[src/hw/rtl/ufrm_pkg.sv]
// Shared types, constants and helpers for the frame receiver mailbox.
// Used by the channel interfaces, the core and its front and back ends; no dependencies.
package ufrm_pkg;

   localparam int MAX_PAYLOAD = 32;
   localparam int IDX_W = $clog2(MAX_PAYLOAD);
   localparam int LEN_W = 6;
   localparam int BYTE_INDEX_W = 5;
   localparam int RAM_DEPTH = 2 * MAX_PAYLOAD;
   localparam int RAM_ADDR_W = IDX_W + 1;
   localparam int QUEUE_DEPTH = 2;
   localparam int CSR_INDEX_W = 2;
   localparam int CSR_DATA_W = 16;

   localparam logic [7:0] LEN_LIMIT = 8'(MAX_PAYLOAD);

   // Item command codes on the request channel.
   localparam logic [1:0] CMD_BYTE = 2'd0;
   localparam logic [1:0] CMD_TICK = 2'd1;
   localparam logic [1:0] CMD_READ = 2'd2;
   localparam logic [1:0] CMD_DISCARD = 2'd3;

   // Configuration register indexes.
   localparam logic [CSR_INDEX_W-1:0] REG_HEADER_FIRST = 2'd0;
   localparam logic [CSR_INDEX_W-1:0] REG_HEADER_SECOND = 2'd1;
   localparam logic [CSR_INDEX_W-1:0] REG_TIMEOUT_TICKS = 2'd2;

   localparam logic [7:0] HEADER_FIRST_RESET = 8'd170;
   localparam logic [7:0] HEADER_SECOND_RESET = 8'd85;
   localparam logic [15:0] TIMEOUT_TICKS_RESET = 16'd100;

   typedef enum logic [1:0] {
      KIND_BYTE,
      KIND_TICK,
      KIND_READ,
      KIND_DISCARD
   } kind_type;

   typedef struct packed {
      kind_type kind;
      logic [7:0] data;
   } item_type;

   typedef struct packed {
      logic [7:0] header_first;
      logic [7:0] header_second;
      logic [15:0] timeout_ticks;
   } cfg_type;

   function automatic kind_type decode_cmd(logic [1:0] cmd);
      kind_type kind;
      case (cmd)
         CMD_BYTE: kind = KIND_BYTE;
         CMD_TICK: kind = KIND_TICK;
         CMD_READ: kind = KIND_READ;
         CMD_DISCARD: kind = KIND_DISCARD;
         default: kind = KIND_BYTE;
      endcase
      return kind;
   endfunction

endpackage

[src/hw/rtl/ufrm_channels.sv]
// Valid/ready channel interfaces for requests, responses and register writes.
// Depends on ufrm_pkg for field widths.
interface ufrm_req_if;
   logic valid;
   logic ready;
   logic [1:0] cmd;
   logic [7:0] data_byte;
   modport source (output valid, output cmd, output data_byte, input ready);
   modport sink (input valid, input cmd, input data_byte, output ready);
endinterface

interface ufrm_rsp_if;
   logic valid;
   logic ready;
   logic frame_valid;
   logic [7:0] command;
   logic [ufrm_pkg::LEN_W-1:0] length;
   logic [7:0] payload_byte;
   logic [ufrm_pkg::BYTE_INDEX_W-1:0] byte_index;
   logic last_item;
   modport source (output valid, output frame_valid, output command, output length,
                   output payload_byte, output byte_index, output last_item, input ready);
   modport sink (input valid, input frame_valid, input command, input length,
                 input payload_byte, input byte_index, input last_item, output ready);
endinterface

interface ufrm_csr_if;
   logic valid;
   logic ready;
   logic [ufrm_pkg::CSR_INDEX_W-1:0] reg_index;
   logic [ufrm_pkg::CSR_DATA_W-1:0] wdata;
   modport source (output valid, output reg_index, output wdata, input ready);
   modport sink (input valid, input reg_index, input wdata, output ready);
endinterface

[src/hw/rtl/uart_frame_receiver_mailbox_core.sv]
// A byte, tick or discard transaction is queued and updates the parser state when the back end
// takes it. A read of an empty mailbox or empty payload loads the response register directly;
// a payload is first read from the RAM, then sent one byte per cycle while the receiver is ready.
// Throughput: one request per cycle is accepted into a two-entry queue while it has room; the back
// end retires one non-read item per cycle except while a read of a payload drains the mailbox.
// Reset is synchronous and active high; it clears all control state, no memory clearing pass.
module uart_frame_receiver_mailbox_core (
   input  logic clock,
   input  logic reset,
   ufrm_req_if.sink req_bus,
   ufrm_rsp_if.source rsp_bus,
   ufrm_csr_if.sink csr_bus
);

   // Configuration registers. The user must write them only while the block is idle; the block
   // does not enforce it, and writes are applied directly without any handoff to the back end.
   ufrm_pkg::cfg_type cfg_ff;
   ufrm_pkg::cfg_type cfg_in;

   // Front-to-back queue head and pop handshake.
   logic q_valid;
   ufrm_pkg::item_type q_item;
   logic q_pop;

   assign csr_bus.ready = 1'b1;

   always_comb begin
      cfg_in = cfg_ff;
      if (csr_bus.valid) begin
         case (csr_bus.reg_index)
            ufrm_pkg::REG_HEADER_FIRST: cfg_in.header_first = csr_bus.wdata[7:0];
            ufrm_pkg::REG_HEADER_SECOND: cfg_in.header_second = csr_bus.wdata[7:0];
            ufrm_pkg::REG_TIMEOUT_TICKS: cfg_in.timeout_ticks = csr_bus.wdata;
            default: cfg_in = cfg_ff;
         endcase
      end
   end

   always_ff @(posedge clock) begin
      if (reset) begin
         cfg_ff.header_first <= ufrm_pkg::HEADER_FIRST_RESET;
         cfg_ff.header_second <= ufrm_pkg::HEADER_SECOND_RESET;
         cfg_ff.timeout_ticks <= ufrm_pkg::TIMEOUT_TICKS_RESET;
      end else begin
         cfg_ff <= cfg_in;
      end
   end

   // The front end accepts and classifies transactions into a short queue,
   // so a stalled response channel never blocks request acceptance directly.
   ufrm_front u_front (
      .clock(clock),
      .reset(reset),
      .req(req_bus),
      .q_valid(q_valid),
      .q_item(q_item),
      .q_pop(q_pop)
   );

   // The back end runs the parser, owns the mailbox and drains it on reads.
   // Payload bytes live in a two-bank RAM; a good frame hands its bank to the
   // mailbox instead of being copied.
   ufrm_back u_back (
      .clock(clock),
      .reset(reset),
      .cfg(cfg_ff),
      .q_valid(q_valid),
      .q_item(q_item),
      .q_pop(q_pop),
      .rsp(rsp_bus)
   );

endmodule

[src/hw/rtl/ufrm_ram.sv]
// Generic single-write, single-read RAM with registered read data.
// No dependencies.
module ufrm_ram #(
   parameter int WIDTH = 8,
   parameter int DEPTH = 64
) (
   input  logic clock,
   input  logic we,
   input  logic [$clog2(DEPTH)-1:0] waddr,
   input  logic [WIDTH-1:0] wdata,
   input  logic re,
   input  logic [$clog2(DEPTH)-1:0] raddr,
   output logic [WIDTH-1:0] rdata
);

   logic [WIDTH-1:0] mem_ff [DEPTH];
   logic [WIDTH-1:0] rdata_ff;

   always_ff @(posedge clock) begin
      if (we) begin
         mem_ff[waddr] <= wdata;
      end
      if (re) begin
         rdata_ff <= mem_ff[raddr];
      end
   end

   assign rdata = rdata_ff;

endmodule

[src/hw/rtl/ufrm_front.sv]
// Front end: accepts request transactions, classifies them and queues them.
// Depends on ufrm_pkg and ufrm_req_if.
module ufrm_front (
   input  logic clock,
   input  logic reset,
   ufrm_req_if.sink req,
   output logic q_valid,
   output ufrm_pkg::item_type q_item,
   input  logic q_pop
);

   ufrm_pkg::item_type slot_ff [ufrm_pkg::QUEUE_DEPTH];
   logic wr_ptr_ff;
   logic wr_ptr_in;
   logic rd_ptr_ff;
   logic rd_ptr_in;
   logic [1:0] count_ff;
   logic [1:0] count_in;
   logic push;
   logic pop;

   assign req.ready = (count_ff != 2'(ufrm_pkg::QUEUE_DEPTH));
   assign push = req.valid && req.ready;
   assign pop = q_pop && q_valid;
   assign q_valid = (count_ff != 2'd0);
   assign q_item = slot_ff[rd_ptr_ff];

   always_comb begin
      wr_ptr_in = push ? !wr_ptr_ff : wr_ptr_ff;
      rd_ptr_in = pop ? !rd_ptr_ff : rd_ptr_ff;
      count_in = count_ff;
      if (push && !pop) begin
         count_in = count_ff + 2'd1;
      end else if (pop && !push) begin
         count_in = count_ff - 2'd1;
      end
   end

   always_ff @(posedge clock) begin
      if (push) begin
         slot_ff[wr_ptr_ff] <= '{kind: ufrm_pkg::decode_cmd(req.cmd), data: req.data_byte};
      end
      if (reset) begin
         wr_ptr_ff <= 1'b0;
         rd_ptr_ff <= 1'b0;
         count_ff <= 2'd0;
      end else begin
         wr_ptr_ff <= wr_ptr_in;
         rd_ptr_ff <= rd_ptr_in;
         count_ff <= count_in;
      end
   end

   // The pointers differ exactly when one entry is held.
   a_ptr_count: assert property (@(posedge clock) disable iff (reset)
      (count_ff == 2'd1) == (wr_ptr_ff != rd_ptr_ff))
      else $error("queue pointers disagree with the entry count");

endmodule

[src/hw/rtl/ufrm_back.sv]
// Back end: frame parser, one-frame mailbox and the read-out sequencer.
// Depends on ufrm_pkg, ufrm_rsp_if and ufrm_ram.
module ufrm_back (
   input  logic clock,
   input  logic reset,
   input  ufrm_pkg::cfg_type cfg,
   input  logic q_valid,
   input  ufrm_pkg::item_type q_item,
   output logic q_pop,
   ufrm_rsp_if.source rsp
);

   typedef enum logic [2:0] {
      PH_HUNT1,
      PH_HUNT2,
      PH_LEN,
      PH_CMD,
      PH_DATA,
      PH_SUM
   } phase_type;

   typedef enum logic {
      ST_IDLE,
      ST_DRAIN
   } state_type;

   localparam int LW = ufrm_pkg::LEN_W;
   localparam int IW = ufrm_pkg::IDX_W;
   localparam int AW = ufrm_pkg::RAM_ADDR_W;

   phase_type phase_ff, phase_in;
   state_type state_ff, state_in;
   logic [LW-1:0] exp_len_ff, exp_len_in;
   logic [7:0] cmd_hold_ff, cmd_hold_in;
   logic [LW-1:0] fill_ff, fill_in;
   logic [7:0] sum_ff, sum_in;
   logic [15:0] idle_ff, idle_in;
   logic rx_bank_ff, rx_bank_in;
   logic mb_bank_ff, mb_bank_in;
   logic mb_full_ff, mb_full_in;
   logic [7:0] mb_cmd_ff, mb_cmd_in;
   logic [LW-1:0] mb_len_ff, mb_len_in;
   logic [IW-1:0] rd_idx_ff, rd_idx_in;

   logic out_valid_ff, out_valid_in;
   logic out_fvalid_ff, out_fvalid_in;
   logic [7:0] out_cmd_ff, out_cmd_in;
   logic [LW-1:0] out_len_ff, out_len_in;
   logic [7:0] out_data_ff, out_data_in;
   logic [ufrm_pkg::BYTE_INDEX_W-1:0] out_idx_ff, out_idx_in;
   logic out_last_ff, out_last_in;

   logic ram_we;
   logic [AW-1:0] ram_waddr;
   logic ram_re;
   logic [AW-1:0] ram_raddr;
   logic [7:0] ram_rdata;

   logic slot_free;
   logic restart;
   logic restart_hdr;
   logic [7:0] b;
   logic [LW-1:0] fill_next;
   logic [LW-1:0] rd_next;
   logic [15:0] idle_sat;

   ufrm_ram #(
      .WIDTH(8),
      .DEPTH(ufrm_pkg::RAM_DEPTH)
   ) u_payload_ram (
      .clock(clock),
      .we(ram_we),
      .waddr(ram_waddr),
      .wdata(b),
      .re(ram_re),
      .raddr(ram_raddr),
      .rdata(ram_rdata)
   );

   assign b = q_item.data;
   assign slot_free = !out_valid_ff || rsp.ready;
   assign fill_next = fill_ff + LW'(1);
   assign rd_next = LW'(rd_idx_ff) + LW'(1);
   assign idle_sat = (idle_ff == 16'hFFFF) ? idle_ff : idle_ff + 16'd1;

   always_comb begin
      phase_in = phase_ff;
      state_in = state_ff;
      exp_len_in = exp_len_ff;
      cmd_hold_in = cmd_hold_ff;
      fill_in = fill_ff;
      sum_in = sum_ff;
      idle_in = idle_ff;
      rx_bank_in = rx_bank_ff;
      mb_bank_in = mb_bank_ff;
      mb_full_in = mb_full_ff;
      mb_cmd_in = mb_cmd_ff;
      mb_len_in = mb_len_ff;
      rd_idx_in = rd_idx_ff;
      out_valid_in = out_valid_ff && !rsp.ready;
      out_fvalid_in = out_fvalid_ff;
      out_cmd_in = out_cmd_ff;
      out_len_in = out_len_ff;
      out_data_in = out_data_ff;
      out_idx_in = out_idx_ff;
      out_last_in = out_last_ff;
      q_pop = 1'b0;
      ram_we = 1'b0;
      ram_waddr = {rx_bank_ff, fill_ff[IW-1:0]};
      ram_re = 1'b0;
      ram_raddr = {mb_bank_ff, {IW{1'b0}}};
      restart = 1'b0;
      restart_hdr = 1'b0;

      case (state_ff)
         ST_IDLE: begin
            if (q_valid) begin
               case (q_item.kind)
                  ufrm_pkg::KIND_BYTE: begin
                     q_pop = 1'b1;
                     idle_in = 16'd0;
                     case (phase_ff)
                        PH_HUNT1: begin
                           if (b == cfg.header_first) begin
                              phase_in = PH_HUNT2;
                           end
                        end
                        PH_HUNT2: begin
                           if (b == cfg.header_second) begin
                              phase_in = PH_LEN;
                           end else begin
                              restart = 1'b1;
                              restart_hdr = (b == cfg.header_first);
                           end
                        end
                        PH_LEN: begin
                           if (b > ufrm_pkg::LEN_LIMIT) begin
                              restart = 1'b1;
                              restart_hdr = (b == cfg.header_first);
                           end else begin
                              exp_len_in = b[LW-1:0];
                              fill_in = '0;
                              sum_in = b;
                              phase_in = PH_CMD;
                           end
                        end
                        PH_CMD: begin
                           cmd_hold_in = b;
                           sum_in = sum_ff + b;
                           phase_in = (exp_len_ff == '0) ? PH_SUM : PH_DATA;
                        end
                        PH_DATA: begin
                           ram_we = 1'b1;
                           sum_in = sum_ff + b;
                           fill_in = fill_next;
                           if (fill_next >= exp_len_ff) begin
                              phase_in = PH_SUM;
                           end
                        end
                        PH_SUM: begin
                           // A good frame takes an empty mailbox by swapping banks.
                           if (b == sum_ff && !mb_full_ff) begin
                              mb_cmd_in = cmd_hold_ff;
                              mb_len_in = exp_len_ff;
                              mb_bank_in = rx_bank_ff;
                              rx_bank_in = !rx_bank_ff;
                              mb_full_in = 1'b1;
                           end
                           restart = 1'b1;
                        end
                        default: begin
                           restart = 1'b1;
                        end
                     endcase
                  end
                  ufrm_pkg::KIND_TICK: begin
                     q_pop = 1'b1;
                     if (phase_ff != PH_HUNT1) begin
                        idle_in = idle_sat;
                        if (idle_sat >= cfg.timeout_ticks) begin
                           restart = 1'b1;
                        end
                     end
                  end
                  ufrm_pkg::KIND_DISCARD: begin
                     q_pop = 1'b1;
                     mb_full_in = 1'b0;
                     restart = 1'b1;
                  end
                  ufrm_pkg::KIND_READ: begin
                     if (slot_free) begin
                        q_pop = 1'b1;
                        mb_full_in = 1'b0;
                        if (mb_full_ff && mb_len_ff != '0) begin
                           ram_re = 1'b1;
                           rd_idx_in = '0;
                           state_in = ST_DRAIN;
                        end else begin
                           out_valid_in = 1'b1;
                           out_fvalid_in = mb_full_ff;
                           out_cmd_in = mb_full_ff ? mb_cmd_ff : 8'd0;
                           out_len_in = '0;
                           out_data_in = 8'd0;
                           out_idx_in = '0;
                           out_last_in = 1'b1;
                        end
                     end
                  end
                  default: begin
                     q_pop = 1'b1;
                  end
               endcase
            end
         end
         ST_DRAIN: begin
            if (slot_free) begin
               out_valid_in = 1'b1;
               out_fvalid_in = 1'b1;
               out_cmd_in = mb_cmd_ff;
               out_len_in = mb_len_ff;
               out_data_in = ram_rdata;
               out_idx_in = ufrm_pkg::BYTE_INDEX_W'(rd_idx_ff);
               out_last_in = (rd_next == mb_len_ff);
               if (rd_next == mb_len_ff) begin
                  state_in = ST_IDLE;
               end else begin
                  ram_re = 1'b1;
                  ram_raddr = {mb_bank_ff, rd_next[IW-1:0]};
                  rd_idx_in = rd_next[IW-1:0];
               end
            end
         end
         default: begin
            state_in = ST_IDLE;
         end
      endcase

      if (restart) begin
         phase_in = restart_hdr ? PH_HUNT2 : PH_HUNT1;
         exp_len_in = '0;
         cmd_hold_in = 8'd0;
         fill_in = '0;
         sum_in = 8'd0;
         idle_in = 16'd0;
      end
   end

   always_ff @(posedge clock) begin
      if (reset) begin
         phase_ff <= PH_HUNT1;
         state_ff <= ST_IDLE;
         exp_len_ff <= '0;
         cmd_hold_ff <= 8'd0;
         fill_ff <= '0;
         sum_ff <= 8'd0;
         idle_ff <= 16'd0;
         rx_bank_ff <= 1'b0;
         mb_bank_ff <= 1'b1;
         mb_full_ff <= 1'b0;
         mb_cmd_ff <= 8'd0;
         mb_len_ff <= '0;
         rd_idx_ff <= '0;
         out_valid_ff <= 1'b0;
      end else begin
         phase_ff <= phase_in;
         state_ff <= state_in;
         exp_len_ff <= exp_len_in;
         cmd_hold_ff <= cmd_hold_in;
         fill_ff <= fill_in;
         sum_ff <= sum_in;
         idle_ff <= idle_in;
         rx_bank_ff <= rx_bank_in;
         mb_bank_ff <= mb_bank_in;
         mb_full_ff <= mb_full_in;
         mb_cmd_ff <= mb_cmd_in;
         mb_len_ff <= mb_len_in;
         rd_idx_ff <= rd_idx_in;
         out_valid_ff <= out_valid_in;
      end
      out_fvalid_ff <= out_fvalid_in;
      out_cmd_ff <= out_cmd_in;
      out_len_ff <= out_len_in;
      out_data_ff <= out_data_in;
      out_idx_ff <= out_idx_in;
      out_last_ff <= out_last_in;
   end

   assign rsp.valid = out_valid_ff;
   assign rsp.frame_valid = out_fvalid_ff;
   assign rsp.command = out_cmd_ff;
   assign rsp.length = out_len_ff;
   assign rsp.payload_byte = out_data_ff;
   assign rsp.byte_index = out_idx_ff;
   assign rsp.last_item = out_last_ff;

   // The frame being received never writes the bank the mailbox owns.
   a_bank_split: assert property (@(posedge clock) disable iff (reset)
      mb_full_ff |-> (rx_bank_ff != mb_bank_ff))
      else $error("receive bank overlaps a full mailbox");

   // A drain only runs for a frame with payload.
   a_drain_len: assert property (@(posedge clock) disable iff (reset)
      (state_ff == ST_DRAIN) |-> (mb_len_ff != '0))
      else $error("drain started for an empty payload");

   // While collecting payload the fill index stays below the frame length.
   a_fill_bound: assert property (@(posedge clock) disable iff (reset)
      (phase_ff == PH_DATA) |-> (fill_ff < exp_len_ff))
      else $error("payload fill index ran past the frame length");

   // The queue is only popped when it holds an item.
   a_pop_valid: assert property (@(posedge clock) disable iff (reset)
      q_pop |-> q_valid)
      else $error("queue popped while empty");

endmodule

[src/flat_wrapper.sv]
// flat-port wrapper written by rule: the top's interface ports become plain ports
module uart_frame_receiver_mailbox_core_flat 
  (clock, reset, req_bus_valid, req_bus_cmd, req_bus_data_byte, req_bus_ready, rsp_bus_valid, rsp_bus_frame_valid, rsp_bus_command, rsp_bus_length, rsp_bus_payload_byte, rsp_bus_byte_index, rsp_bus_last_item, rsp_bus_ready, csr_bus_valid, csr_bus_reg_index, csr_bus_wdata, csr_bus_ready);
  ufrm_req_if req_bus_i ();
  ufrm_rsp_if rsp_bus_i ();
  ufrm_csr_if csr_bus_i ();
  input  logic clock;
  input  logic reset;
  input wire logic [$bits(req_bus_i.valid)-1:0] req_bus_valid;
  input wire logic [$bits(req_bus_i.cmd)-1:0] req_bus_cmd;
  input wire logic [$bits(req_bus_i.data_byte)-1:0] req_bus_data_byte;
  output wire logic [$bits(req_bus_i.ready)-1:0] req_bus_ready;
  output wire logic [$bits(rsp_bus_i.valid)-1:0] rsp_bus_valid;
  output wire logic [$bits(rsp_bus_i.frame_valid)-1:0] rsp_bus_frame_valid;
  output wire logic [$bits(rsp_bus_i.command)-1:0] rsp_bus_command;
  output wire logic [$bits(rsp_bus_i.length)-1:0] rsp_bus_length;
  output wire logic [$bits(rsp_bus_i.payload_byte)-1:0] rsp_bus_payload_byte;
  output wire logic [$bits(rsp_bus_i.byte_index)-1:0] rsp_bus_byte_index;
  output wire logic [$bits(rsp_bus_i.last_item)-1:0] rsp_bus_last_item;
  input wire logic [$bits(rsp_bus_i.ready)-1:0] rsp_bus_ready;
  input wire logic [$bits(csr_bus_i.valid)-1:0] csr_bus_valid;
  input wire logic [$bits(csr_bus_i.reg_index)-1:0] csr_bus_reg_index;
  input wire logic [$bits(csr_bus_i.wdata)-1:0] csr_bus_wdata;
  output wire logic [$bits(csr_bus_i.ready)-1:0] csr_bus_ready;
  assign req_bus_i.valid = req_bus_valid;
  assign req_bus_i.cmd = req_bus_cmd;
  assign req_bus_i.data_byte = req_bus_data_byte;
  assign req_bus_ready = req_bus_i.ready;
  assign rsp_bus_valid = rsp_bus_i.valid;
  assign rsp_bus_frame_valid = rsp_bus_i.frame_valid;
  assign rsp_bus_command = rsp_bus_i.command;
  assign rsp_bus_length = rsp_bus_i.length;
  assign rsp_bus_payload_byte = rsp_bus_i.payload_byte;
  assign rsp_bus_byte_index = rsp_bus_i.byte_index;
  assign rsp_bus_last_item = rsp_bus_i.last_item;
  assign rsp_bus_i.ready = rsp_bus_ready;
  assign csr_bus_i.valid = csr_bus_valid;
  assign csr_bus_i.reg_index = csr_bus_reg_index;
  assign csr_bus_i.wdata = csr_bus_wdata;
  assign csr_bus_ready = csr_bus_i.ready;
  uart_frame_receiver_mailbox_core u_core (.clock(clock), .reset(reset), .req_bus(req_bus_i), .rsp_bus(rsp_bus_i), .csr_bus(csr_bus_i));
endmodule
[config.mk]
export PLATFORM = sky130hd
export DESIGN_NAME = uart_frame_receiver_mailbox_core_flat
export DESIGN_NICKNAME = d
export VERILOG_FILES = /design/src/hw/rtl/ufrm_pkg.sv /design/src/hw/rtl/ufrm_channels.sv /design/src/hw/rtl/uart_frame_receiver_mailbox_core.sv /design/src/hw/rtl/ufrm_ram.sv /design/src/hw/rtl/ufrm_front.sv /design/src/hw/rtl/ufrm_back.sv /design/src/flat_wrapper.sv
export SDC_FILE = /design/constraint.sdc
export NUM_CORES = 1
export LEC_CHECK = 0
export ABC_AREA = 1
export BUFFER_PORTS_ARGS = -buffer_cell sky130_fd_sc_hd__buf_2
export CORE_UTILIZATION = 35
export CTS_CLUSTER_SIZE = 20
export DETAILED_ROUTE_END_ITERATION = 6
export PLACE_DENSITY = 0.59
export RECOVER_POWER = 100
export SYNTH_ARGS = -nofsm -noshare
export SYNTH_HDL_FRONTEND = slang
export SYNTH_HIERARCHICAL = 1
export SYNTH_SLANG_ARGS = --single-unit
[constraint.sdc]
create_clock -name clock -period 4 [get_ports clock]
set_input_delay 0.8 -clock clock [delete_from_list [all_inputs] [get_ports clock]]
set_output_delay 0.8 -clock clock [all_outputs]
set_load 0.05 [all_outputs]
# ---- After elaboration in Yosys (flattened, before gate mapping)
# Memories as Yosys holds them, arrays and structs flattened. A register that Yosys moved wholly into a read port is not among the register bits.
# Cells that the tools add are included.
dict set report totals {
  regBits 136
  mem_bits_rw 532
  word_cells 240
  mem_count 2
}
dict set report op_classes {
  add_sub_neg 6
  n_lt_le_gt_ge 3
  n_eq_ne 36
  n_mux 116
  n_bitwise 2
  n_reduce_logical 49
}
# name depth width rd rd_ports_with_merged_regs write_ports line
set mem_list {}
lappend mem_list {u_core.u_back.u_payload_ram.mem_ff 64 8 1 1 1 ufrm_ram.sv:16} ;# logic [WIDTH-1:0] mem_ff [DEPTH];
lappend mem_list {u_core.u_front.slot_ff 2 10 1 1 1 ufrm_front.sv:12} ;# ufrm_pkg::item_type slot_ff [ufrm_pkg::QUEUE_DEPTH];
# operator n
set op_table {}
lappend op_table {{$mux W8} 12}
lappend op_table {{$mux W5} 14}
lappend op_table {{$mux W1} 51}
lappend op_table {{$pmux W8 S2} 3}
lappend op_table {{$mux W6} 6}
lappend op_table {{$mux W16} 2}
lappend op_table {{$pmux W16 S2} 1}
lappend op_table {{$reduce_and A5 Y1} 5}
lappend op_table {{$eq A8 B8 Y1} 3}
lappend op_table {{$mux W3} 8}
lappend op_table {{$pmux W6 S2} 2}
lappend op_table {{$pmux W5 S2} 2}
lappend op_table {{$ne A2 B2 Y1 const B} 9}
lappend op_table {{$add A16 B1 Y16 const B} 1}
lappend op_table {{$eq A16 B16 Y1 const B} 1}
lappend op_table {{$ge A16 B16 Y1} 1}
lappend op_table {{$pmux W3 S5} 1}
lappend op_table {{$pmux W1 S2} 7}
lappend op_table {{$reduce_bool A2 Y1} 7}
lappend op_table {{$ne A3 B3 Y1 const B} 4}
lappend op_table {{$reduce_and A6 Y1} 2}
lappend op_table {{$reduce_bool A6 Y1} 2}
lappend op_table {{$eq A2 B2 Y1 const B} 5}
lappend op_table {{$ne A2 B1 Y1 const B} 5}
lappend op_table {{28 further kinds} 58}

# ---- Depth between registers and ports, before layout
# Gate-level depths: netlist of the first run.
dict set report depth {
  word_depth 10
  mapped_depth 26
  ltp_nobuf 26
}

# ---- By module
# Netlist of the first run, hierarchy kept.
# mod instances cells_per_inst area_per_inst_um2
set modules_own_cells {}
lappend modules_own_cells {ufrm_ram 1 1822 21371.7}
lappend modules_own_cells {ufrm_back 1 781 5811.8}
lappend modules_own_cells {uart_frame_receiver_mailbox_core 1 192 1340.0}
lappend modules_own_cells {ufrm_front 1 70 982.2}

# ---- Least setup slack after synthesis of the first run
# No wires, ideal clock.
dict set report synth_timing {
  path_kind {reg-to-reg}
  start {register with a tool-made name}
  end {memory u_core.u_back.u_payload_ram.mem_ff[48][0], enable pin}
  arrival_time_ns 2.390
  t_required_ns 3.617
  path_slack_ns 1.226
  path_stages_with_launch 11
  n_path_buf 2
  period_less_slack_ns 2.774
  cell_sequence {dfxtp_1 -> buf_6 -> mux2_2 -> inv_1 -> nand2_1 -> nor2_2 -> inv_1 -> nor2_1 -> clkbuf_1 -> inv_1 -> nor3_1}
}
# item line
set synth_rtl {}
lappend synth_rtl {{end, declared} ufrm_ram.sv:16}

==> results of run 1 <==
[per-stage QoR]
| step | instances | area (um^2) | power, mW | utilization |
|---|---|---|---|---|
| after global routing | 4099 | 33300 | 18.0 | 0.399 |
| final | 4100 | 33300 | 17.4 | 0.399 |
| after floorplan | 2865 | 29500 | 9.75 | - |
| after CTS | 4099 | 33700 | 17.6 | 0.403 |
| after detailed placement | 3968 | 31200 | 10.6 | 0.373 |
| after global placement | 3968 | 31200 | 10.6 | 0.373 |
[critical path: stages, from the launching register on]
cell      delay, ns
dfxtp_1        0.41
mux2_1         0.47
inv_1          0.13
nand2_1        0.12
nor2_1         0.24
inv_1          0.18
nor2_1         0.14
clkbuf_1       0.42
nand2_1        0.40
clkbuf_1       0.27
nor2_1         0.11
clkbuf_1       0.48
[flip-flops by register name (all words and copies together), names as in the netlist, 8 cells and up, named ones only]
name and cells:
u_core/u_back/mb_cmd_ff 8, u_core/u_back/sum_ff 8, u_core/cfg_ff 32, u_core/u_front/slot_ff 20, u_core/u_back/rsp.payload_byte 8, u_core/u_back/u_payload_ram/rdata 8, u_core/u_back/idle_ff 16, u_core/u_back/rsp.command 8
u_core/u_back/cmd_hold_ff 8, u_core/u_back/u_payload_ram/mem_ff 512
[cells in the final DEF (no fill, tap or decap), types with 7 or more instances in the layout]
| cell | instances |
|---|---|
| nand2_1 | 891 |
| edfxtp_1 | 569 |
| nand3_1 | 491 |
| nor2_1 | 184 |
| inv_1 | 174 |
| dfxtp_1 | 108 |
| clkbuf_1 | 106 |
| clkbuf_16 | 74 |
| a21oi_1 | 67 |
| o21ai_0 | 42 |
| ha_1 | 33 |
| buf_2 | 25 |
| nor3_1 | 20 |
| clkbuf_2 | 20 |
| xor2_1 | 19 |
| xnor2_1 | 17 |
| clkinv_2 | 15 |
| nand4_1 | 15 |
| buf_4 | 14 |
| bufinv_16 | 13 |
| clkinv_1 | 13 |
| a22oi_1 | 12 |
| buf_12 | 12 |
| or2_2 | 11 |
| inv_2 | 7 |
[per-layer routing]
metal  global-route usage  vias up
met5                    0        -
met2                0.295      627
met1                0.241     9630
met4               0.0593        2
met3               0.0263      143
li1                     -     9905
[kinds of logic after synthesis]
family / after synthesis / share of synthesized area
and+or+nand+nor: 1641 / 0.238
DFF: 677 / 0.652
buffers and inverters: 330 / 0.0552
AOI/OAI and AO/OA: 135 / 0.0251
xor gates and xnor gates: 36 / 0.0107
adders and majority gates: 34 / 0.0147
muxes: 11 / 0.00420
other: 1 / 0.000127
[synth_stat cells, types with 2 or more instances]
library cell,count
a21oi_1,66
nand3_2,2
nor3_1,21
nand3_1,491
nand4_1,15
clkbuf_1,22
edfxtp_1,569
xnor2_1,17
nand2_4,3
buf_2,62
o21ai_1,3
o21ai_0,41
a22oi_1,12
mux2_2,11
ha_1,33
o211ai_1,5
nor2_4,4
nor3_2,3
or2_2,11
nand2_1,888
buf_8,2
nor4_1,6
xor2_1,19
nand2_2,7
buf_6,31
buf_4,14
buf_1,13
dfxtp_1,108
o21bai_1,3
inv_1,176
inv_2,7
nor2_2,5
nor2_1,183
[timing repair]
action	CTS	global route
endpoints found under the setup margin	0	2
resized for setup	0	2
endpoints found under the hold margin	0	0
[worst paths after layout]
kind / from / to / slack, ns / cells after the start
setup / recovery: flip-flop / u_core/u_back/u_payload_ram/mem_ff[19][2] / 0.23 / 11
hold / removal: req_bus_data_byte[0] / u_core/u_front/slot_ff[1][0] / 0.38 / 1
setup reg to reg: flip-flop / u_core/u_back/u_payload_ram/mem_ff[19][2] / 0.23 / 11
hold reg to reg: u_core/u_back/mb_cmd_ff[2] / u_core/u_back/mb_cmd_ff[2] / 0.46 / 2
[power breakdown]
part | internal (mW) | leakage [nW] | switching, mW
Combinational | 0.360 | 5.23 | 1.64
Sequential | 8.33 | 6.00 | 0.0841
Clock | 4.23 | 1.21 | 2.75
Total | 12.9 | 12.4 | 4.47
[layout make-up]
class / instances / area [um^2] / share of cell area
Tap cell: 1080 / 1350 / 0.0405
Inverter: 185 / 706 / 0.0212
Sequential cell: 677 / 19200 / 0.578
Clock inverter: 46 / 568 / 0.0170
Clock buffer: 85 / 1890 / 0.0568
Timing Repair Buffer: 168 / 950 / 0.0285
Antenna cell: 1 / 2.50 / 0.0000751
Multi-Input combinational cell: 1858 / 8610 / 0.258
==> flow_summary_export.csv, run 1 <==
group,metric,value,unit
cts,clock_sinks,677,
worst_setup_path,worstPathArrival,4.00,ns
yosys,yosys.area.top_type_share,0.579,
yosys,synth_warnings,6,
final_layout,final_layout_size_suffix_gt1_frac,0.0762,
timing,setup_viol,0,
yosys,synth.top_cells.by_area,"edfxtp_1 (58%), nand2_1 (11%), nand3_1 (8.3%)",
yosys,yosysTopAreaCell,"edfxtp_1",
yosys,synth_ff_type,"edfxtp_1",
placed_design,pre_cts_ws,0.267,ns
timing,hold_viol_final,0,
detailed_routing,wire_per_inst,18.6,um
yosys,ys_seq_area_frac,0.652,
yosys,syn_area,29500,um^2
placed_design,io_buffers,63,
cts,cts_tree,"yes",
yosys,synth_nets,2932,
placed_design,hpwl,46.1,mm
floorplanning,placeableCoreArea,83600,um^2
global_routing,grt_pass1_vias,19400,
yosys,synth_edf_count,569,
timing,rsz0062_at_grt,"no",
cts,ctsHoldBuffers,0,
final_layout,nets,3029,
status,status,"complete, but fails checks",
worst_setup_path,cp-end-kind,"flip-flop",
yosys,ys_async_sr_fraction,0,
cts,cts-root-buf,"clkbuf_16",
cts,cts_buffers,72,
global_routing,grt_start_max_net_pins,76,
final_layout,area_growth_syn_to_layout,13.0,%
timing,fmax,266,MHz
floorplanning,die-width,292,um
job,max_cap_violations,9,
detailed_routing,drc,0,
worst_setup_path,startpoint_type,"flip-flop",
yosys,synthCells,2865,
timing,drv_slew,483,
detailed_routing,routed_wirelength,76.4,mm
cts,cts.clk_slew.worst_paths,0.06,ns
status,violations,"max-capacitance violations, max-slew violations",
global_routing,grt_pass1_wl,117,mm
placed_design,gp_congestion,0.841,
final_layout,fillerInstances,8161,
detailed_routing,drt_iter0_markers,1822,
cts,max-clock-path-buffers,3,
detailed_routing,vias,20300,
global_routing,grt_usage,0.179,
floorplanning,io-pin-count,65,
yosys,synth_seq_cells,677,
detailed_routing,firstDrtPassIters,7,
floorplanning,placementRows,106,
detailed_routing,wl_met2,36.1,mm
timing,slew_headroom,-0.156,
floorplanning,initial_core_util,0.353,
cts,h-tree-depth,3,
timing,skew,0.0160,ns
timing,fin_ws,0.235,ns
yosys,synth_area_per_cell,10.3,um^2
worst_setup_path,cp_max_fo,11,
power,ir_drop,0.319,mV
detailed_routing,wl_met1,33.4,mm
timing,holdWs,0.382,ns
worst_setup_path,cp.required,4.24,ns
timing,fin_crit_sh,0.941,
detailed_routing,route.top_layer_used,"met5",
floorplanning,die_h,292,um
cts,postCtsSetupBuffers,0,
floorplanning,dieArea,85500,um^2
detailed_routing,via_per_inst,4.95,
detailed_routing,wl_met3,4.52,mm
power,p_per_area,522,nW/um^2
global_routing,grt_antenna_before_repair,2,
worst_setup_path,crit_type,"reg2reg",
yosys,synth_cell_types,45,
global_routing,grt_overflow,0,
timing,worst_slew_pin_slew,1.73,ns
detailed_routing,ant_nets,0,
power,total_leakage_power,12.4,nW
timing,min_period,3.77,ns
timing,setup_tns,0,ns
cts,clock_latency,0.61,ns
worst_hold_path,hold_class,"in2reg",
(Power assumes the default switching activity.)
==> run 2: changes to the inputs <==
--- a/config.mk
+++ b/config.mk
@@ -7,11 +7,12 @@
 export LEC_CHECK = 0
 export ABC_AREA = 1
 export BUFFER_PORTS_ARGS = -buffer_cell sky130_fd_sc_hd__buf_2
-export CORE_UTILIZATION = 35
+export CORE_UTILIZATION = 36
 export CTS_CLUSTER_SIZE = 20
 export DETAILED_ROUTE_END_ITERATION = 6
-export PLACE_DENSITY = 0.59
+export PLACE_DENSITY = 0.6
 export RECOVER_POWER = 100
+export SLEW_MARGIN = 10
 export SYNTH_ARGS = -nofsm -noshare
 export SYNTH_HDL_FRONTEND = slang
 export SYNTH_HIERARCHICAL = 1
==> run 2 against run 1 <==
The run still ends with max-capacitance violations, max-slew violations left. Worst hold slack gained 0.022 ns. Via count shrank 0.47%. Power shrank 3.4%. Count of clock-buffer cells in the layout grew 21. Flip-flop and latch count is the same. Non-clock buffer count shrank 1. Register-to-register slack gained 0.09 ns. Setup slack gained 0.092 ns. Cell count shrank 0.61%. Die area shrank 2.8%. Sequential power is essentially flat. Clock power shrank 7.4%. Critical path type unchanged.
==> flow_summary_export.csv, run 2 (same netlist as run 1, synthesis figures left out) <==
group,metric,value,unit
cts,clock_latency,0.61,ns
global_routing,grt_overflow,0,
timing,min_period,3.67,ns
timing,worst_slew_pin_slew,1.68,ns
power,pwr-share-seq,0.500,
detailed_routing,firstDrtPassIters,5,
worst_hold_path,hold_class,"in2reg",
floorplanning,placeableCoreArea,80800,um^2
cts,cts.clk_slew.worst_paths,0.06,ns
cts,cts_tree,"yes",
cts,clock_sinks,677,
detailed_routing,drc,0,
detailed_routing,wire_per_inst,18.2,um
final_layout,area_growth_syn_to_layout,12.1,%
cts,cts-root-buf,"clkbuf_16",
floorplanning,die_h,288,um
job,max_cap_violations,5,
detailed_routing,routed_wirelength,74.3,mm
power,pwr-share-comb,0.116,
floorplanning,initial_core_util,0.365,
power,power_switching,4.35,mW
final_layout,fin_cells,4075,
power,switching_share,0.259,
worst_setup_path,startpoint_type,"flip-flop",
floorplanning,placementRows,104,
final_layout,final_layout_size_suffix_gt1_frac,0.0680,
placed_design,gp_congestion,0.861,
worst_setup_path,critPathLaunch,"u_core/u_back/state_ff",
timing,hold_viol_final,0,
global_routing,grt_pass1_wl,114,mm
cts,cts_resized,0,
worst_setup_path,worstReg2RegEnd,"u_core/u_back/u_payload_ram/rdata[3]",
power,p_int,12.5,mW
worst_setup_path,cpPeakStageDelay,0.81,ns
worst_setup_path,crit_end,"u_core/u_back/u_payload_ram/rdata[3]",
worst_setup_path,reg2reg_slack,0.33,ns
global_routing,grt_antenna_before_repair,2,
status,violations,"max-capacitance violations, max-slew violations",
final_layout,regArea,19200,um^2
status,status,"complete, but fails checks",
timing,fin_crit_sh,0.918,
floorplanning,io-pin-count,65,
worst_setup_path,critPathSlowestCell,"clkbuf_1",
cts,h-tree-depth,3,
worst_setup_path,worstReg2RegStart,"u_core/u_back/state_ff",
timing,setup_viol,0,
cts,cts_buffers,72,
detailed_routing,via_per_inst,4.96,
final_layout,reg_top3,"u_core/u_back/u_payload_ram/mem_ff: 512 flops, u_core/cfg_ff: 32 flops, u_core/u_front/slot_ff: 20 flops",
cts,ctsHoldBuffers,0,
floorplanning,dieArea,83100,um^2
final_layout,largest_reg_flops,512,
power,total_leakage_power,12.3,nW
global_routing,grt_usage,0.179,
detailed_routing,ant_nets,0,
cts,postCtsSetupBuffers,0,
worst_setup_path,cp_max_fo,137,
cts,max-clock-path-buffers,3,
timing,rsz0062_at_grt,"no",
final_layout,diodes,0,
worst_setup_path,cp.required,4.46,ns
power,ir_drop,0.273,mV
final_layout,fillerInstances,7838,
floorplanning,die-width,288,um
worst_setup_path,worstPathArrival,4.13,ns
worst_setup_path,cp-end-kind,"flip-flop",
detailed_routing,drt_iter0_markers,1904,
worst_setup_path,r2r_cells,13,
timing,setup_tns,0,ns
placed_design,dpl.cell_count,3947,
worst_setup_path,crit_type,"reg2reg",
worst_setup_path,crit_chain,"clkbuf_1, nand2_1, nor3_2, buf_12, buf_12, nand2_1, nand3_1, nand3_1, nand2_1, nand2_1, nand3_1, nand3_1, nand2_1",
timing,fmax,272,MHz
worst_setup_path,cp_common_cell,"nand2_1",
final_layout,largest_register,"u_core/u_back/u_payload_ram/mem_ff",
placed_design,io_buffers,63,
final_layout,multi_input_area,8600,um^2
global_routing,grt_pass1_vias,19200,
timing,slew_headroom,-0.123,
final_layout,nets,3028,
detailed_routing,vias,20200,
final_layout,layout_common_cells,"nand2_1 (891), edfxtp_1 (569), nand3_1 (491)",
global_routing,grt_start_max_net_pins,138,
power,p_clk_frac,0.384,
final_layout,final_common_cell,"nand2_1",
power,p_per_area,508,nW/um^2
timing,drv_slew,321,
placed_design,hpwl,45.5,mm
timing,skew,0.0311,ns
-- run 2: changes by cell type in the layout (fill, tap and decap cells not counted), moves of 2 or more --
cell	change
mux2_2	-2
clkbuf_2	-11
mux2_1	+3
inv_6	-2
bufinv_16	-9
clkinv_4	-2
clkinv_2	-11
buf_6	-2
clkbuf_8	+3
clkbuf_1	+22
buf_4	+8
clkinvlp_4	+5
clkinv_1	-6
-- run 2: how the worst min path moves through the flow --
stage	endpoint	cells after the start	start	slack, ns
after floorplan	u_core/u_back/mb_bank_ff	1	u_core/u_back/mb_bank_ff	0.42
after global placement	u_core/u_back/mb_cmd_ff[6]	2	u_core/u_back/mb_cmd_ff[6]	0.45
after detailed placement	u_core/u_back/cmd_hold_ff[7]	2	u_core/u_back/cmd_hold_ff[7]	0.45
after CTS	u_core/u_front/slot_ff[1][0]	1	req_bus_data_byte[0]	0.36
after global routing	u_core/u_front/slot_ff[0][7]	1	req_bus_data_byte[7]	0.37
final	u_core/u_front/slot_ff[0][4]	1	req_bus_data_byte[4]	0.40
-- run 2: per-layer routing --
layer	GRT usage	vias up	wire length [um]
met5	0	-	0
met4	0.0598	0	2220
met3	0.0303	127	3890
met2	0.289	530	35200
met1	0.245	9657	32900
li1	-	9897	-
-- run 2: worst max-delay path, delay by kind of cell (launching register included) --
family	cells	cell delay, ns
AND/OR/NAND/NOR	10	1.58
buffers and inverters	3	1.34
flip-flops	1	0.39
-- run 2: area by class of cell --
class / instances / share of cell area
clock buffer: 106 / 0.0611
clock inverter: 22 / 0.00722
inverter: 185 / 0.0213
multi-input combinational: 1858 / 0.260
sequential: 677 / 0.582
tap: 1060 / 0.0401
timing repair buffer: 167 / 0.0286
-- run 2: metrics by stage --
stage / worst slack [ns] / hold slack (ns) / power (mW) / util / instance area (um^2)
2_1_floorplan: 1.23 / 0.421 / 9.75 / - / 29500
3_3_place_gp: 0.585 / 0.448 / 10.5 / 0.386 / 31200
3_5_place_dp: 0.479 / 0.454 / 10.5 / 0.386 / 31200
4_1_cts: 0.408 / 0.357 / 17.0 / 0.414 / 33400
5_1_grt: 0.113 / 0.374 / 17.4 / 0.409 / 33100
6_report: 0.326 / 0.404 / 16.8 / 0.409 / 33100
-- run 2: power by group through the flow --
| stage | Sequential (mW) | Combinational, mW | Clock, mW |
|---|---|---|---|
| floorplan | 8.65 | 1.09 | 0 |
| global placement | 8.51 | 2.02 | 0 |
| detailed placement | 8.51 | 2.03 | 0 |
| CTS | 8.37 | 2.03 | 6.58 |
| global route | 8.43 | 2.14 | 6.85 |
| finish | 8.41 | 1.94 | 6.46 |
==> run 3: changes to the inputs <==
--- a/config.mk
+++ b/config.mk
@@ -10,7 +10,7 @@
 export CORE_UTILIZATION = 36
 export CTS_CLUSTER_SIZE = 20
 export DETAILED_ROUTE_END_ITERATION = 6
-export PLACE_DENSITY = 0.6
+export PLACE_DENSITY = 0.48
 export RECOVER_POWER = 100
 export SLEW_MARGIN = 10
 export SYNTH_ARGS = -nofsm -noshare
==> run 3 against run 2 <==
The run still ends with max-capacitance violations, max-slew violations left. Routed wire length increased by 10%. Non-clock buffer count decreased by 7. Power rose by 3.2%. Critical path type unchanged. Highest routed layer unchanged. Critical endpoint is now u_core/u_back/u_payload_ram/rdata[0].
==> flow_summary_export.csv, run 3 (same netlist as run 1, synthesis figures left out) <==
group,metric,value,unit
status,status,"complete, but fails checks",
status,violations,"max-capacitance violations, max-slew violations",
power,pwr-share-comb,0.114,
power,power,17.3,mW
power,ir_drop,0.314,mV
cts,cts_buffers,76,
power,p_clk_frac,0.400,
timing,setup_viol,0,
cts,h-tree-depth,3,
power,power_switching,4.58,mW
final_layout,area_growth_syn_to_layout,12.6,%
worst_hold_path,hold_start,"req_bus_data_byte[0]",
final_layout,diodes,0,
worst_setup_path,reg2reg_slack,0.21,ns
cts,clock_latency,0.63,ns
floorplanning,dieArea,83100,um^2
final_layout,fillerInstances,7887,
cts,cts.clk_slew.worst_paths,0.06,ns
floorplanning,placeableCoreArea,80800,um^2
worst_hold_path,holdPathEnd,"u_core/u_front/slot_ff[1][0]",
global_routing,grt_pass1_vias,20300,
final_layout,largest_reg_flops,512,
global_routing,grt_usage,0.200,
placed_design,hpwl,51.6,mm
cts,cts_tree,"yes",
final_layout,final_common_cell,"nand2_1",
worst_setup_path,cp-end-kind,"flip-flop",
detailed_routing,vias,20600,
timing,fmax,264,MHz
cts,postCtsSetupBuffers,0,
global_routing,grt_overflow,0,
placed_design,io_buffers,63,
worst_setup_path,worstReg2RegStart,"u_core/u_back/rd_idx_ff[0]",
global_routing,grt_pass1_wl,126,mm
power,switching_share,0.264,
final_layout,final_layout_size_suffix_gt1_frac,0.0729,
power,pwr-share-seq,0.486,
worst_setup_path,worstReg2RegEnd,"u_core/u_back/u_payload_ram/rdata[0]",
timing,rsz0062_at_grt,"no",
final_layout,layout_common_cells,"nand2_1 (891), edfxtp_1 (569), nand3_1 (491)",
power,total_leakage_power,12.4,nW
cts,clock_sinks,677,
detailed_routing,ant_nets,0,
worst_setup_path,cpPeakStageDelay,0.48,ns
timing,fin_crit_sh,0.946,
power,p_per_area,522,nW/um^2
final_layout,fin_cells,4078,
final_layout,largest_register,"u_core/u_back/u_payload_ram/mem_ff",
worst_hold_path,worstHoldPathCells,1,
worst_setup_path,crit_type,"reg2reg",
global_routing,grt_start_max_net_pins,130,
timing,drv_slew,411,
detailed_routing,drc,0,
worst_setup_path,cp.required,4.37,ns
cts,cts-root-buf,"clkbuf_16",
detailed_routing,via_per_inst,5.04,
timing,holdWs,0.374,ns
timing,slew_headroom,-0.259,
timing,worst_slew_pin_slew,1.89,ns
cts,cts_resized,0,
cts,ctsHoldBuffers,0,
floorplanning,initial_core_util,0.365,
worst_setup_path,worstPathArrival,4.16,ns
worst_setup_path,crit_chain,"ha_1, nand3_1, xor2_1, xor2_1, nand4_1, nand2_1, nor2_2, nand2_1, inv_6, inv_4, buf_4, nand3_1, nand3_1, nand2_1, nand2_1, nand3_1, nand3_1, nand2_1",
placed_design,gp_congestion,0.847,
worst_hold_path,hold_class,"in2reg",
floorplanning,die-width,288,um
cts,max-clock-path-buffers,3,
worst_setup_path,startpoint_type,"flip-flop",
worst_setup_path,critPathSlowestCell,"dfxtp_1",
final_layout,multi_input_area,8610,um^2
placed_design,dpl.cell_count,3940,
timing,min_period,3.79,ns
detailed_routing,drt_iter0_markers,1724,
global_routing,grt_antenna_before_repair,1,
timing,skew,0.0392,ns
detailed_routing,firstDrtPassIters,5,
floorplanning,placementRows,104,
detailed_routing,wire_per_inst,20.1,um
worst_setup_path,cp_max_fo,28,
timing,setup_tns,0,ns
final_layout,reg_top3,"u_core/u_back/u_payload_ram/mem_ff: 512 flops, u_core/cfg_ff: 32 flops, u_core/u_front/slot_ff: 20 flops",
detailed_routing,routed_wirelength,82.0,mm
power,p_int,12.8,mW
timing,hold_viol_final,0,
final_layout,nets,3025,
job,max_cap_violations,7,
worst_setup_path,r2r_cells,18,
floorplanning,io-pin-count,65,
floorplanning,die_h,288,um
final_layout,regArea,19200,um^2
run 3: how the worst max path moves through the flow:
stage / end / cells after the start / startpoint
2_1_floorplan: u_core/u_back/u_payload_ram/mem_ff[48][0] / 10 / flip-flop
4_1_cts: u_core/u_back/u_payload_ram/rdata[7] / 17 / u_core/u_back/rd_idx_ff[0]
5_1_grt: u_core/u_back/sum_ff[7] / 18 / u_core/u_back/idle_ff[1]
3_3_place_gp: u_core/u_back/u_payload_ram/mem_ff[5][5] / 9 / flip-flop
6_report: u_core/u_back/u_payload_ram/rdata[0] / 18 / u_core/u_back/rd_idx_ff[0]
3_5_place_dp: u_core/u_back/u_payload_ram/rdata[0] / 17 / u_core/u_back/rd_idx_ff[0]
run 3: per-layer routing:
layer	track usage	wire length (um)	vias up
li1	-	-	9912
met4	0.0522	1890	0
met3	0.0269	4060	115
met1	0.271	36300	9962
met2	0.335	39700	579
met5	0	0	-
run 3: power by group through the flow:
stage          logic [mW]  registers, mW  clock network (mW)
2_1_floorplan        1.09           8.65                   0
3_3_place_gp         2.07           8.53                   0
3_5_place_dp         2.11           8.53                   0
4_1_cts              2.11           8.39                7.09
5_1_grt              2.18           8.45                7.35
6_report             1.98           8.43                6.93
run 3: per-stage QoR:
stage,utilization,instance area (um^2),setup slack [ns]
after global routing,0.411,33200,0.0138
after global placement,0.385,31100,0.375
after detailed placement,0.385,31100,0.235
after CTS,0.415,33600,0.224
final,0.411,33200,0.215
after floorplan,-,29500,1.23
run 3: layout make-up:
cell class,count,share of cell area
Multi-Input combinational cell,1858,0.259
Clock inverter,39,0.0119
Tap cell,1060,0.0399
Timing Repair Buffer,160,0.0266
Clock buffer,99,0.0620
Sequential cell,677,0.579
Inverter,185,0.0213
run 3: worst max-delay path: cells and delay by family (launching register included):
| family | cells | cell delay [ns] |
|---|---|---|
| adders and majority gates | 1 | 0.25 |
| DFF | 1 | 0.48 |
| xor gates and xnor gates | 2 | 0.47 |
| and+or+nand+nor | 12 | 1.71 |
| buffers and inverters | 3 | 0.59 |
